[config.mk]
export PLATFORM = sky130hd
export DESIGN_NAME = shb_merge
export DESIGN_NICKNAME = d
export VERILOG_FILES = /design/src/stereo_highpass_lowpass_biquad_defines.svh /design/src/shb_pkg.sv /design/src/shb_merge.sv
export SDC_FILE = /design/constraint.sdc
export NUM_CORES = 1
export LEC_CHECK = 0
export ABC_CLOCK_PERIOD_IN_PS = 4100
export BUFFER_PORTS_ARGS = -buffer_cell sky130_fd_sc_hd__buf_2
export CAP_MARGIN = 30
export CORE_MARGIN = 5
export CORE_UTILIZATION = 26
export CTS_BUF_LIST = sky130_fd_sc_hd__clkbuf_8
export CTS_CLUSTER_DIAMETER = 200
export CTS_CLUSTER_SIZE = 12
export DETAILED_ROUTE_END_ITERATION = 10
export GPL_TIMING_DRIVEN = 0
export SYNTH_ARGS = -nofsm -noshare
export SYNTH_HDL_FRONTEND = slang
export SYNTH_SLANG_ARGS = --single-unit
[constraint.sdc]
create_clock -name clock -period 4.1 [get_ports clock]
set_clock_uncertainty 0.15 [all_clocks]
set_input_delay 0.82 -clock clock [delete_from_list [all_inputs] [get_ports clock]]
set_output_delay 0.82 -clock clock [all_outputs]
set_load 0.03 [all_outputs]
[src/stereo_highpass_lowpass_biquad_defines.svh]
// Assertion helpers shared by the biquad RTL.
// Each helper samples on clock and is disabled while reset is high.
`ifndef STEREO_HIGHPASS_LOWPASS_BIQUAD_DEFINES_SVH
`define STEREO_HIGHPASS_LOWPASS_BIQUAD_DEFINES_SVH

// Condition must hold at every edge.
`define SHB_ASSERT_HOLDS(label, cond, msg) \
   label: assert property (@(posedge clock) disable iff (reset) (cond)) else $error(msg);

// Antecedent implies consequent in the same cycle.
`define SHB_ASSERT_IMP(label, ante, cons, msg) \
   label: assert property (@(posedge clock) disable iff (reset) (ante) |-> (cons)) \
      else $error(msg);

// Antecedent implies consequent in the next cycle.
`define SHB_ASSERT_NEXT(label, ante, cons, msg) \
   label: assert property (@(posedge clock) disable iff (reset) (ante) |=> (cons)) \
      else $error(msg);

`endif

[src/shb_pkg.sv]
`timescale 1ns / 1ps
`default_nettype none

package shb_pkg;

   // Fixed-point format of coefficients and internal samples
   localparam int COEF_FRAC_BITS  = 30;
   localparam int GUARD_FRAC_BITS = 8;

   // One rounded product, and the sum of five of them
   localparam int TERM_W = 65 - COEF_FRAC_BITS;
   localparam int ACC_W  = TERM_W + 3;

   // Register map of the configuration port
   localparam int CSR_IDX_W = 3;
   localparam logic [CSR_IDX_W-1:0] REG_HP_NUM_GAIN = 3'd0;
   localparam logic [CSR_IDX_W-1:0] REG_HP_FB_ONE   = 3'd1;
   localparam logic [CSR_IDX_W-1:0] REG_HP_FB_TWO   = 3'd2;
   localparam logic [CSR_IDX_W-1:0] REG_LP_NUM_GAIN = 3'd3;
   localparam logic [CSR_IDX_W-1:0] REG_LP_FB_ONE   = 3'd4;
   localparam logic [CSR_IDX_W-1:0] REG_LP_FB_TWO   = 3'd5;

   typedef struct packed {
      logic signed [31:0] hp_b0;
      logic signed [31:0] hp_a1;
      logic signed [31:0] hp_a2;
      logic signed [31:0] lp_b0;
      logic signed [31:0] lp_a1;
      logic signed [31:0] lp_a2;
   } coef_type;

   typedef struct packed {
      logic idle;
      logic res_valid;
   } lane_stat_type;

endpackage

`default_nettype wire

[src/shb_merge.sv]
`timescale 1ns / 1ps
`default_nettype none

module shb_merge (
   input  wire logic                   clock,
   input  wire logic                   reset,
   input  wire shb_pkg::lane_stat_type left_stat,
   input  wire shb_pkg::lane_stat_type right_stat,
   input  wire logic signed [15:0]     left_res,
   input  wire logic signed [15:0]     right_res,
   input  wire logic                   rsp_stall,
   output logic                        lane_ack,
   output logic                        rsp_valid,
   output logic signed [15:0]          rsp_left_filtered,
   output logic signed [15:0]          rsp_right_filtered
);
   import shb_pkg::*;

   logic               valid_ff, valid_in;
   logic signed [15:0] left_ff, left_in;
   logic signed [15:0] right_ff, right_in;
   logic               load;

   // Take the pair once both lanes hold a result and the slot is free
   assign load = left_stat.res_valid && right_stat.res_valid && (!valid_ff || !rsp_stall);

   always_comb begin
      left_in  = left_ff;
      right_in = right_ff;
      valid_in = valid_ff && rsp_stall;
      if (load) begin
         left_in  = left_res;
         right_in = right_res;
         valid_in = 1'b1;
      end
   end

   always_ff @(posedge clock) begin
      if (reset) begin
         valid_ff <= 1'b0;
      end else begin
         valid_ff <= valid_in;
      end
   end

   always_ff @(posedge clock) begin
      left_ff  <= left_in;
      right_ff <= right_in;
   end

   assign lane_ack           = load;
   assign rsp_valid          = valid_ff;
   assign rsp_left_filtered  = left_ff;
   assign rsp_right_filtered = right_ff;

endmodule

`default_nettype wire

## Word level (Yosys, flattened, before mapping)

Index checks and enable logic that the tools add are counted.
W data, S select, Z words.

| word-level totals | value |
|---|---|
| flip-flop bits (word level) | 33 |
| bits in latches | 0 |
| memory bits (writable) | 0 |
| bits in read-only memories | 0 |
| input bits | 39 |
| word-level logic and storage cells | 10 |
| memories | 0 |

| operators by class | value |
|---|---|
| add/sub/neg operators | 0 |
| $mul | 0 |
| div/mod/pow operators | 0 |
| $lt $le $gt $ge | 0 |
| eq/ne operators | 0 |
| shifts and indexed selects | 0 |
| muxes and demuxes | 1 |
| bitwise operators | 0 |
| reduce and logical (&&, ||, !) cells | 6 |

Operators with widths:

| kind | number |
|---|---|
| $logic_and A1 B1 Y1 | 3 |
| $logic_not A1 Y1 | 2 |
| $logic_or A1 B1 Y1 | 1 |
| $mux W1 | 1 |

## Depth between registers and ports, before layout

| depth | value |
|---|---|
| word-level depth | 4 |
| mapped depth | 2 |
| depth with buffers taken out | 2 |

## Worst setup path before layout

No wires, ideal clock.

| timing path | value |
|---|---|
| kind | input-to-output |
| start | input port left_stat[0] (netlist bit) |
| end | output port lane_ack |
| arrival time | 2.907 ns |
| data required time | 3.130 ns |
| path slack | 0.223 ns |
| cell stages on the path | 2 |
| cell sequence | nand2_1 -> a21oi_1 |

| between the ends | value |
|---|---|
| cells in the longest elaborated chain, start to end | 2 |

Ends and longest elaborated chain:

| element | line | source |
|---|---|---|
| start: declaration | shb_merge.sv:7 | `input wire shb_pkg::lane_stat_type left_stat,` |
| $logic_and A1 B1 Y1 (2 in a row) | shb_merge.sv:25 | `assign load = left_stat.res_valid && right_stat.res_valid && (!valid_ff \|\| !rsp_stall);` |
| end: declaration | shb_merge.sv:12 | `output logic lane_ack,` |

Every way passes these cells.

## Worst setup path after layout

Same ends and word-level chain as after synthesis.

==> out/qor.txt <==
Max clock buf depth - 2
nets@finish - 154
Root Buffer - clkbuf_8
first-pass GRT wire length - 3260 um
Final HPWL DP - 1790 um
Placer Congestion - 0.715
via count - 637
CP max stage delay - 0.30 ns
crit path launch type - primary input
fin area - 1530 um2
Vias per Instance - 3.88
Pleak - 0.648 nW
I/O pin count - 73
status - finished, final reports clean
setup TNS - 0 ns
layout cell share with drive strength beyond 1 - 68.1%
Final Critical Period - 2.54 ns
share of the synthesized area in the top cell type - 95.9%
DRT iter0 DRCs - 15
Synth area leaders - edfxtp_1 (96%), dfxtp_1 (2.0%), a21oi_2 (0.87%), nand2_1 (0.75%), a21oi_1 (0.50%)
CTS Sinks - 33
CTS buffer count - 5
Slew @ Worst Pin - 0.326 ns
Cell Area, Placed - 1450 um2
storage element area - 981 um2
multi-input logic area - 32.5 um2
register bit total from synthesis - 33
Post-Syn Instances - 37
Layout area overhead - 52.9%
area of the die - 5200 um2
Sw Ratio - 22.9%
sequential share of power - 57.2%
Wirelength per Cell - 13.5 um
clock power share - 32.4%
GRT Total Usage - 8.61%
# DRC - 0
CTS tree - done
Worst Setup End Kind - primary output
maxcap violations - 0
net switching power figure - 0.156 mW
synth cell count leaders - edfxtp_1 (32), nand2_1 (2), a21oi_1 (1), a21oi_2 (1), dfxtp_1 (1)
CP Max Fanout - 8
grt total ovfl - 0
RSZ-0062 raised after global routing - false
register area share after synthesis - 97.9%
Initial Util - 27.2%
Die W - 72.1 um
Pint - 0.526 mW
Final period util - 61.8%
Die Ht - 72.1 um
ys async rst share - 0%
worst setup margin - 1.56 ns
post-synth top area cell - edfxtp_1
Max H-tree Level - 2
power per cell area - 445 nW/um2
Final Hold Fails - 0
critical path class - in -> out
clock insertion delay at the later pin of the skew report - 0.27 ns
Yosys warnings - 0
syn nets - 76
path type of the worst min-delay path - reg -> reg
ant diodes - 0
required time worst endpoint - 3.13 ns
Crit path top cell by count - buf_2
post-synth cell types - 5
initial antenna violation count - 0
dpl ws - 1.55 ns
Post-Route WL - 2210 um
Core Area - 3690 um2
Max Transition Viols Final - 0
Port-buffer cells - 70
Slew headroom - 78.2%
Synth Area per Inst - 27.1 um2
combinational fraction of design power - 10.4%
post-cts sizing count - 0
fillcell total - 366
top-count cell post-synth - edfxtp_1
setup repair bufs after CTS - 0
fmax - 394 MHz
Hold Buf Count CTS - 0
CP max-delay cell - a21oi_4
vias in the first global route - 710
FP Rows - 22
EDFF count, synth - 32
Detail Route Antenna Nets - 0
largest net degree at the start of global routing - 27
worst path cell trace - buf_2 > nand2_1 > a21oi_4 > buf_2
CP arrival - 1.57 ns
CTS clk-pin slew, worst paths - 0.06 ns
Setup Viol. Count Final - 0
synthesized area - 1000 um2
1st-pass router iterations - 4
prevailing post-synth register cell - edfxtp_1
Worst IR Drop VDD - 0.210 mV
-- cell usage in the layout (no fill, tap or decap) --
cell type   n
dfxtp_1     1
clkbuf_8    5
edfxtp_1   32
buf_2      70
a21oi_2     1
buf_16      1
clkinv_2    1
a21oi_4     1
clkinv_1    2
nand2_1     2
-- cells by family (layout without fill, tap and decap cells) --
kind of cell | after synthesis | after routing | synth area share [%]
buffers and inverters | 0 | 79 | 0
AND/OR/NAND/NOR | 2 | 2 | 0.749
flip-flops | 33 | 33 | 97.9
AO/OA/AOI/OAI | 2 | 2 | 1.37
-- power by group through the flow --
stage          Clock [mW]  Sequential, mW  Combinational [mW]
5_1_grt             0.247           0.392              0.0757
3_5_place_dp            0           0.398              0.0720
3_3_place_gp            0           0.398              0.0664
2_1_floorplan           0           0.428             0.00709
4_1_cts             0.231           0.391              0.0721
6_report            0.221           0.391              0.0709
-- layout make-up --
class	count	area share, %
clock buffers	5	4.49
clock inverters	3	0.816
repair buffers	71	24.7
multi-input cells	4	2.12
flip-flops and latches	33	64.0
well taps	48	3.92
-- state kept, by name, summed over array words and instances, names as in the netlist --
signal / cells
rsp_left_filtered: 16
rsp_right_filtered: 16
rsp_valid: 1
-- path summary, 6_finish.rpt --
kind                            slack, ns  cells past startpoint                    end    startpoint
worst min-delay path                 0.38                      2              rsp_valid     rsp_valid
worst max register to register       2.75                      2  rsp_left_filtered[13]     rsp_valid
worst min register to register       0.38                      2              rsp_valid     rsp_valid
worst max-delay path                 1.56                      4               lane_ack  left_stat[0]
-- critical path, delay by kind of cell --
kind,cells,cell delay [ns]
buffers and inverters,2,0.35
AO/OA/AOI/OAI,1,0.30
AND/OR/NAND/NOR,1,0.10
-- per-layer routing --
metal / global-route usage, % / share of wire, %
met1: 7.73 / 34
met5: 0 / 0
met2: 14.5 / 50
met3: 5.96 / 15
met4: 4.38 / 0.45
-- metrics by stage --
| step | cells | power (mW) | util (%) | hold slack [ns] |
|---|---|---|---|---|
| after CTS | 164 | 0.694 | 41.6 | 0.389 |
| after global placement | 155 | 0.465 | 38.3 | 0.311 |
| after floorplan | 37 | 0.435 | - | 0.451 |
| after detailed placement | 156 | 0.470 | 39.3 | 0.379 |
| after global routing | 164 | 0.714 | 41.6 | 0.420 |
| final | 164 | 0.683 | 41.6 | 0.381 |
Note: power is estimated with default switching activity, not from simulation.
