### config.mk
export PLATFORM = sky130hd
export DESIGN_NAME = shb_lane
export DESIGN_NICKNAME = d
export VERILOG_FILES = /design/src/stereo_highpass_lowpass_biquad_defines.svh /design/src/shb_pkg.sv /design/src/shb_lane.sv
export SDC_FILE = /design/constraint.sdc
export NUM_CORES = 2
export LEC_CHECK = 0
export CAP_MARGIN = 30
export CORE_ASPECT_RATIO = 0.9
export CORE_UTILIZATION = 65
export CTS_CLUSTER_DIAMETER = 100
export DETAILED_ROUTE_END_ITERATION = 8
export DONT_BUFFER_PORTS = 1
export GPL_TIMING_DRIVEN = 0
export PLACE_DENSITY = 0.81
export SYNTH_ARGS = -nofsm -noshare
export SYNTH_HDL_FRONTEND = slang
export SYNTH_SLANG_ARGS = --single-unit
### constraint.sdc
create_clock -name clock -period 14.9 [get_ports clock]
set_input_delay 2.98 -clock clock [delete_from_list [all_inputs] [get_ports clock]]
set_output_delay 2.98 -clock clock [all_outputs]
set_load 0.005 [all_outputs]
### src/stereo_highpass_lowpass_biquad_defines.svh
// Assertion helpers shared by the biquad RTL.
// Each helper samples on clock and is disabled while reset is high.
`ifndef STEREO_HIGHPASS_LOWPASS_BIQUAD_DEFINES_SVH
`define STEREO_HIGHPASS_LOWPASS_BIQUAD_DEFINES_SVH

// Condition must hold at every edge.
`define SHB_ASSERT_HOLDS(label, cond, msg) \
   label: assert property (@(posedge clock) disable iff (reset) (cond)) else $error(msg);

// Antecedent implies consequent in the same cycle.
`define SHB_ASSERT_IMP(label, ante, cons, msg) \
   label: assert property (@(posedge clock) disable iff (reset) (ante) |-> (cons)) \
      else $error(msg);

// Antecedent implies consequent in the next cycle.
`define SHB_ASSERT_NEXT(label, ante, cons, msg) \
   label: assert property (@(posedge clock) disable iff (reset) (ante) |=> (cons)) \
      else $error(msg);

`endif

### src/shb_pkg.sv
`timescale 1ns / 1ps
`default_nettype none

package shb_pkg;

   // Fixed-point format of coefficients and internal samples
   localparam int COEF_FRAC_BITS  = 30;
   localparam int GUARD_FRAC_BITS = 8;

   // One rounded product, and the sum of five of them
   localparam int TERM_W = 65 - COEF_FRAC_BITS;
   localparam int ACC_W  = TERM_W + 3;

   // Register map of the configuration port
   localparam int CSR_IDX_W = 3;
   localparam logic [CSR_IDX_W-1:0] REG_HP_NUM_GAIN = 3'd0;
   localparam logic [CSR_IDX_W-1:0] REG_HP_FB_ONE   = 3'd1;
   localparam logic [CSR_IDX_W-1:0] REG_HP_FB_TWO   = 3'd2;
   localparam logic [CSR_IDX_W-1:0] REG_LP_NUM_GAIN = 3'd3;
   localparam logic [CSR_IDX_W-1:0] REG_LP_FB_ONE   = 3'd4;
   localparam logic [CSR_IDX_W-1:0] REG_LP_FB_TWO   = 3'd5;

   typedef struct packed {
      logic signed [31:0] hp_b0;
      logic signed [31:0] hp_a1;
      logic signed [31:0] hp_a2;
      logic signed [31:0] lp_b0;
      logic signed [31:0] lp_a1;
      logic signed [31:0] lp_a2;
   } coef_type;

   typedef struct packed {
      logic idle;
      logic res_valid;
   } lane_stat_type;

endpackage

`default_nettype wire

### src/shb_lane.sv
`timescale 1ns / 1ps
`default_nettype none

module shb_lane (
   input  wire logic                 clock,
   input  wire logic                 reset,
   input  wire logic                 start,
   input  wire logic signed [15:0]   sample,
   input  wire logic                 clear,
   input  wire shb_pkg::coef_type    coef,
   input  wire logic                 ack,
   output shb_pkg::lane_stat_type    stat,
   output logic signed [15:0]        result
);
   import shb_pkg::*;

   localparam logic [2:0] PH_IDLE  = 3'd0;
   localparam logic [2:0] PH_ISSUE = 3'd1;
   localparam logic [2:0] PH_DRAIN = 3'd2;
   localparam logic [2:0] PH_FIN   = 3'd3;
   localparam logic [2:0] PH_OUT   = 3'd4;
   localparam logic [2:0] PH_HOLD  = 3'd5;

   localparam logic [2:0] TERM_X0 = 3'd0;
   localparam logic [2:0] TERM_X1 = 3'd1;
   localparam logic [2:0] TERM_X2 = 3'd2;
   localparam logic [2:0] TERM_Y1 = 3'd3;
   localparam logic [2:0] TERM_Y2 = 3'd4;

   localparam logic signed [63:0] HALF_FULL = 64'sd1 <<< (COEF_FRAC_BITS - 1);
   localparam logic signed [63:0] HALF_MID  = 64'sd1 <<< (COEF_FRAC_BITS - 2);
   localparam logic signed [ACC_W-1:0] ACC_MAX = {{(ACC_W-32){1'b0}}, 32'h7fffffff};
   localparam logic signed [ACC_W-1:0] ACC_MIN = {{(ACC_W-32){1'b1}}, 32'h80000000};
   localparam logic [31:0] GUARD_MASK = (32'd1 << GUARD_FRAC_BITS) - 32'd1;

   typedef struct packed {
      logic first;
      logic last;
      logic mid;
      logic neg;
   } tag_type;

   logic [2:0]                phase_ff, phase_in;
   logic                      stage_ff, stage_in;
   logic [2:0]                term_ff, term_in;
   logic signed [31:0]        x_ff, x_in;
   logic signed [31:0]        hp_h_ff [4];
   logic signed [31:0]        hp_h_in [4];
   logic signed [31:0]        lp_h_ff [4];
   logic signed [31:0]        lp_h_in [4];
   logic                      mul_v_ff, mul_v_in;
   tag_type                   mtag_ff, mtag_in;
   logic signed [63:0]        prod_ff, prod_in;
   logic                      rnd_v_ff, rnd_v_in;
   tag_type                   rtag_ff, rtag_in;
   logic signed [TERM_W-1:0]  rnd_ff, rnd_in;
   logic signed [ACC_W-1:0]   acc_ff, acc_in;
   logic signed [15:0]        res_ff, res_in;

   logic signed [31:0]        op_coef, op_data, x_scaled, y_sat, q_out;
   logic signed [31:0]        h0, h1, h2, h3;
   logic signed [63:0]        rnd_full, rnd_mid;
   logic signed [ACC_W-1:0]   term_ext;
   tag_type                   issue_tag;

   assign x_scaled = 32'(sample) <<< GUARD_FRAC_BITS;

   assign h0 = stage_ff ? lp_h_ff[0] : hp_h_ff[0];
   assign h1 = stage_ff ? lp_h_ff[1] : hp_h_ff[1];
   assign h2 = stage_ff ? lp_h_ff[2] : hp_h_ff[2];
   assign h3 = stage_ff ? lp_h_ff[3] : hp_h_ff[3];

   // Operand select for the shared multiplier
   always_comb begin
      issue_tag.first = (term_ff == TERM_X0);
      issue_tag.last  = (term_ff == TERM_Y2);
      issue_tag.mid   = (term_ff == TERM_X1);
      issue_tag.neg   = 1'b0;
      case (term_ff)
         TERM_X1: begin
            op_coef       = stage_ff ? coef.lp_b0 : coef.hp_b0;
            op_data       = h0;
            issue_tag.neg = ~stage_ff;
         end
         TERM_X2: begin
            op_coef = stage_ff ? coef.lp_b0 : coef.hp_b0;
            op_data = h1;
         end
         TERM_Y1: begin
            op_coef       = stage_ff ? coef.lp_a1 : coef.hp_a1;
            op_data       = h2;
            issue_tag.neg = 1'b1;
         end
         TERM_Y2: begin
            op_coef       = stage_ff ? coef.lp_a2 : coef.hp_a2;
            op_data       = h3;
            issue_tag.neg = 1'b1;
         end
         default: begin
            op_coef = stage_ff ? coef.lp_b0 : coef.hp_b0;
            op_data = x_ff;
         end
      endcase
   end

   // Round half up; the doubled middle term drops one fractional bit less
   assign rnd_full = (prod_ff + HALF_FULL) >>> COEF_FRAC_BITS;
   assign rnd_mid  = (prod_ff + HALF_MID) >>> (COEF_FRAC_BITS - 1);
   assign term_ext = ACC_W'(rnd_ff);

   always_comb begin
      if (acc_ff > ACC_MAX) begin
         y_sat = 32'sh7fffffff;
      end else if (acc_ff < ACC_MIN) begin
         y_sat = 32'sh80000000;
      end else begin
         y_sat = acc_ff[31:0];
      end
   end

   // Truncate toward zero on the way out
   always_comb begin
      q_out = x_ff >>> GUARD_FRAC_BITS;
      if (x_ff[31] && ((x_ff & GUARD_MASK) != 32'd0)) begin
         q_out = q_out + 32'sd1;
      end
   end

   always_comb begin
      phase_in = phase_ff;
      stage_in = stage_ff;
      term_in  = term_ff;
      x_in     = x_ff;
      hp_h_in  = hp_h_ff;
      lp_h_in  = lp_h_ff;
      res_in   = res_ff;
      mul_v_in = 1'b0;
      mtag_in  = issue_tag;
      prod_in  = op_coef * op_data;
      rnd_v_in = mul_v_ff;
      rtag_in  = mtag_ff;
      rnd_in   = mtag_ff.mid ? rnd_mid[TERM_W-1:0] : rnd_full[TERM_W-1:0];
      acc_in   = acc_ff;

      if (rnd_v_ff) begin
         if (rtag_ff.first) begin
            acc_in = rtag_ff.neg ? -term_ext : term_ext;
         end else begin
            acc_in = rtag_ff.neg ? acc_ff - term_ext : acc_ff + term_ext;
         end
      end

      case (phase_ff)
         PH_IDLE: begin
            if (start) begin
               x_in     = x_scaled;
               stage_in = 1'b0;
               term_in  = TERM_X0;
               phase_in = PH_ISSUE;
               if (clear) begin
                  for (int k = 0; k < 4; k++) begin
                     hp_h_in[k] = 32'sd0;
                     lp_h_in[k] = 32'sd0;
                  end
               end
            end
         end
         PH_ISSUE: begin
            mul_v_in = 1'b1;
            term_in  = term_ff + 3'd1;
            if (term_ff == TERM_Y2) begin
               phase_in = PH_DRAIN;
            end
         end
         PH_DRAIN: begin
            if (rnd_v_ff && rtag_ff.last) begin
               phase_in = PH_FIN;
            end
         end
         PH_FIN: begin
            // Shift the history and feed this filter's output onward
            x_in = y_sat;
            if (stage_ff) begin
               lp_h_in[1] = lp_h_ff[0];
               lp_h_in[0] = x_ff;
               lp_h_in[3] = lp_h_ff[2];
               lp_h_in[2] = y_sat;
               phase_in   = PH_OUT;
            end else begin
               hp_h_in[1] = hp_h_ff[0];
               hp_h_in[0] = x_ff;
               hp_h_in[3] = hp_h_ff[2];
               hp_h_in[2] = y_sat;
               stage_in   = 1'b1;
               term_in    = TERM_X0;
               phase_in   = PH_ISSUE;
            end
         end
         PH_OUT: begin
            if (q_out > 32'sd32767) begin
               res_in = 16'sh7fff;
            end else if (q_out < -32'sd32768) begin
               res_in = 16'sh8000;
            end else begin
               res_in = q_out[15:0];
            end
            phase_in = PH_HOLD;
         end
         PH_HOLD: begin
            if (ack) begin
               phase_in = PH_IDLE;
            end
         end
         default: begin
            phase_in = PH_IDLE;
         end
      endcase
   end

   always_ff @(posedge clock) begin
      if (reset) begin
         phase_ff <= PH_IDLE;
         stage_ff <= 1'b0;
         term_ff  <= TERM_X0;
         mul_v_ff <= 1'b0;
         rnd_v_ff <= 1'b0;
         for (int k = 0; k < 4; k++) begin
            hp_h_ff[k] <= 32'sd0;
            lp_h_ff[k] <= 32'sd0;
         end
      end else begin
         phase_ff <= phase_in;
         stage_ff <= stage_in;
         term_ff  <= term_in;
         mul_v_ff <= mul_v_in;
         rnd_v_ff <= rnd_v_in;
         hp_h_ff  <= hp_h_in;
         lp_h_ff  <= lp_h_in;
      end
   end

   always_ff @(posedge clock) begin
      x_ff    <= x_in;
      mtag_ff <= mtag_in;
      prod_ff <= prod_in;
      rtag_ff <= rtag_in;
      rnd_ff  <= rnd_in;
      acc_ff  <= acc_in;
      res_ff  <= res_in;
   end

   assign stat.idle      = (phase_ff == PH_IDLE);
   assign stat.res_valid = (phase_ff == PH_HOLD);
   assign result         = res_ff;

endmodule

`default_nettype wire

* Word level (Yosys, flattened, before mapping)
Cells that the tools add are included. Widths: inputs -> output; s select.
Storage, ports and cells: register bits after elaboration 457, word-level logic and storage cells 105
Cells by class: add/subtract/negate cells 7, multipliers 1, magnitude comparators 4, eq/ne operators 16, multiplexer cells 38, bitwise gates (word level) 1, reductions and logical operators 13
Operator list (count):
- $mux 128 | 4
- $pmux 128 s2 | 2
- $mux 32 | 11
- $pmux 32 s2 | 2
- $pmux 32 s4 | 1
- $mux 38 | 3
- $add 64x30->64 const B | 1
- $add 64x31->64 const B | 1
- $mul 32x32->64 | 1
- $add 38x35->38 | 1
- $gt 38x32->1 const B | 1
- $lt 38x32->1 const B | 1
- $neg 35->38 | 1
- $sub 38x35->38 | 1
- $mux 35 | 1
- $gt 32x16->1 const B | 1
- $lt 32x16->1 const B | 1
- $reduce_bool 32->1 | 1
- $add 24x2->25 const B | 1
- $mux 3 | 7
- $pmux 3 s6 | 1
- $mux 16 | 1
- $ne 2x2->1 const B | 7
- $eq 3x2->1 const B | 4
- other kinds (15) | 24

* Logic depth before layout (Yosys ltp)
depth in word-level cells 5, mapped depth 43

* Least setup slack after synthesis
No wires, ideal clock.
path type input port to flip-flop, start point in coef[159] (netlist name), end point reg prod_ff[63], setup time 0.088 ns, data arrival time 11.266 ns, required time 14.812 ns, setup slack 3.546 ns, stages on the path 33, buffers on the path 3, cells stage by stage a221oi_1 a311oi_1 or2_2 clkbuf_1 buf_2 nand2_1 inv_1 fa_1 inv_1 fa_1 inv_1 fa_1 fa_1 inv_1 fa_1 inv_1 fa_1 inv_1 fa_1 inv_1 fa_1 ha_1 clkbuf_1 a21o_1 a21o_1 a21o_1 a21oi_1 nor2_1 o211ai_1 nand2_1 a21oi_1 nand2_1 a311oi_2
On the way: word-level cells in the longest chain between the ends 3
Ends and longest elaborated chain:
- from (decl) | RTL line shb_lane.sv:10 | input wire shb_pkg::coef_type coef,
- $mux 32 | RTL line shb_lane.sv:90 | op_coef = stage_ff ? coef.lp_a1 : coef.hp_a1;
- $pmux 32 s2 | RTL line shb_lane.sv:79 | case (term_ff)
- $mul 32x32->64 | RTL line shb_lane.sv:139 | prod_in = op_coef * op_data;
- via prod_in[63] | RTL line shb_lane.sv:53 | logic signed [63:0] prod_ff, prod_in;
- to (signal assigned) | RTL line shb_lane.sv:245 | prod_ff <= prod_in;
- to (decl) | RTL line shb_lane.sv:53
The timed path passes the listed nets, and every way through them passes these cells. A chain may end at the register's enable or synchronous reset.

* Final worst setup path
start point reg term_ff[0], end point reg prod_ff[44]
On the way: word-level cells in the longest chain between the ends 3, elaborated cells between the ends (all ways) 7, those cells by class mul: 1; eq/ne: 4; mux: 2
Ends and longest elaborated chain:
- from (decl) | RTL line shb_lane.sv:45 | logic [2:0] term_ff, term_in;
- from (signal assigned) | RTL line shb_lane.sv:234 | term_ff <= term_in;
- $eq 3x3->1 (tied with other cells) | RTL line shb_lane.sv:79
- $pmux 32 s4 / $pmux 32 s2 (equally long branches) | RTL line shb_lane.sv:79
- $mul 32x32->64 * | RTL line shb_lane.sv:139
- via prod_in[44] | RTL line shb_lane.sv:53
The timed path passes the listed nets; every way through them passes the cells marked *.

==> results.toml <==
[critical_path]
slowest_stage = "a311oi_1"
cp_max_fo = 10
start_kind = "register"
crit_arrival_ns = 15.55
max_stage_delay_ns = 0.80
timing.rr.end = "prod_ff[44]"
crit_top_cell = "fa_1"
rrSetupSlack_ns = -0.24
path_class = "register to register"
worstSetupEndpointType = "register"
cp.required_ns = 15.31
rr_worst_depth = 36
crit-reg2reg-launch = "term_ff[0]"

[sta]
relSlewSlack_pct = 7.482
rsz0062_at_grt = "no"
maxSlewViolCount = 0
setup_viol = 6
final-hold-violation-count = 0
clock_skew_ns = 0.05261
fmax_mhz = 66.05
finalWorstSetupSlack_ns = -0.2402
tns_ns = -0.7298
final.period_utilization_pct = 101.6
period_needed_ns = 15.14
worstMarginPinSlew_ns = 1.388

[drt]
wl_per_cell_um = 31.62
drt_iter0_markers = 8777
route.vias.total = 54190
avgViaCountPerCell = 6.796
wl_mm = 252.1
drc = 97
ant_nets = 0
dr.pass1.iters = 9

[floorplanning]
die_x_um = 316.2
die_h_um = 284.8
rows = 103
core-area_um2 = 87890
ioPinCount = 231
start_util_pct = 65.72
die_area_um2 = 90060

[yosys]
async_flop_share_pct = 0
yosys_register_bits = 429
synth_nets = 8125
ys.flop_type = "dfxtp_1"
netlist_instances = 6604
yosys-top-cells-area = "fa_1 (38%), dfxtp_1 (12%), inv_1 (6.8%)"
yosys_warnings = 0
syn_area_um2 = 57760
yosys.area.top_type = "fa_1"
yosysTopAreaCellShare_pct = 37.50
synth_edf_count = 86
post-synth-top-count-cell = "fa_1"
seq_area_frac_synth_pct = 16.36
synth.distinct_cells = 85
postSynthAreaPerCell_um2 = 8.746
ys_top_cells_by_count = "fa_1 (1082), inv_1 (1048), nor2_1 (957), nand2_1 (845), dfxtp_1 (343)"

[clock_network]
root_buffer = "clkbuf_16"
post_cts_resized = 0
clk_latency_ns = 0.59
path_clk_slew_ns = 0.07
post-cts-setup-buffer-count = 0
ctsHoldBuffers = 0
cts_sinks = 429
cts_tree = "yes"
cts-buffers-inserted = 37
htreeDepth = 2
cts_buffer_depth = 3

[grt]
grt_pass1_vias = 52870
met2_usage_pct = 72.69
grt_max_degree = 39
gr-usage-all-layers_pct = 57.25
antenna_found_initial = 42
grt-busiest-layer = "met2"
use_met3_pct = 36.61
grt_pass1_wl_mm = 361.4
use_met1_pct = 70.30
grt_overflow_total = 0

[cells_and_area]
num-nets-final = 8260
final_util_pct = 70.55
area_growth_pct = 7.363
layout-drive-gt1-share_pct = 4.728

[placed_design]
gp_congestion = 1.148
io_buffers = 0
dp_hpwl_mm = 200.0

[flow_run]
cap_violations = 0

[worst_hold_path]
hold_path.startpoint = "mtag_ff[2]"
hp-class = "register to register"
hold_end = "rtag_ff[2]"
hold_depth = 0

[outcome]
violations = "design-rule violations, negative setup slack"
status = "finished, violations left"
[cells in the final DEF, fill, tap and decap left out, types with 45 or more instances in the layout]
master,n
fa_1,1081
inv_1,1048
nor2_1,954
nand2_1,844
dfxtp_1,342
clkbuf_1,330
a22oi_1,291
ha_1,226
a21oi_1,215
xnor2_1,141
o21ai_0,108
a221oi_1,86
edfxtp_1,86
a21o_1,73
xor2_1,68
buf_8,59
or2_2,57
nand3_1,56
diode_2,51
buf_2,50
mux2i_1,45
and2_1,45
[critical path: cells and delay by family (launching register included)]
kind                     cells  cell delay (ns)
AND/OR/NAND/NOR              5             1.36
AO/OA/AOI/OAI                8             3.32
buffers and inverters       11             4.04
flip-flops                   1             0.42
XOR/XNOR                     1             0.41
adder cells (fa/ha/maj)     11             5.34
[metrics by stage]
| stage | cell area [um2] | std cells | hold slack (ns) | setup WS [ns] |
|---|---|---|---|---|
| 2_1_floorplan | 57760 | 6604 | 0.3096 | 3.546 |
| 3_5_place_dp | 59920 | 7810 | 0.3196 | 0.2437 |
| 3_3_place_gp | 59200 | 7759 | 0.3123 | -0.2966 |
| 5_1_grt | 61930 | 7941 | 0.3371 | 0.1731 |
| 6_report | 62010 | 7974 | 0.3319 | -0.2402 |
| 4_1_cts | 61230 | 7878 | 0.3293 | 0.1758 |
[cells by family after synthesis]
| kind of cell | after synthesis | share of synthesized area, % |
|---|---|---|
| flops | 429 | 16.36 |
| buf+inv | 1461 | 9.601 |
| mux | 62 | 1.150 |
| xor+xnor | 209 | 3.169 |
| fa+ha+maj | 1308 | 42.40 |
| simple gates | 2167 | 15.59 |
| compound gates | 968 | 11.73 |
[flip-flops by register name, summed over array words and instances, names as in the netlist]
register and cells:
lp_h_ff 128, rtag_ff 3, rnd_v_ff 1, stage_ff 1, acc_ff 38, prod_ff 36
phase_ff 3, term_ff 3, hp_h_ff 128, x_ff 32, mul_v_ff 1, mtag_ff 4
result 16, rnd_ff 35
[final cells by class]
type                       count  area [um2]
multi-input combinational   4714       42840
clock buffer                  56        1182
timing repair buffer          97        1272
buffer                       410        1624
antenna                       51       127.6
tap                         1155        1445
fill                        6887       25880
inverter                    1050        3941
sequential                   429        9450
clock inverter                12       126.4
[worst max-delay path by stage]
stage               startpoint     endpoint  cells past startpoint
floorplan            coef[159]  prod_ff[63]                     33
global placement    term_ff[0]  prod_ff[45]                     35
detailed placement  term_ff[0]  prod_ff[45]                     34
CTS                 term_ff[0]  prod_ff[45]                     34
global route        term_ff[0]  prod_ff[63]                     37
finish              term_ff[0]  prod_ff[44]                     36
[layer usage]
layer / wire [um] / vias up
met2: 94040 / 5226
li1: - / 21200
met1: 85410 / 26310
met5: 824 / -
met4: 22750 / 26
met3: 49090 / 1441
Power is not shown: default switching activity piles up to over one toggle a cycle in this logic, so the estimate is an artifact.
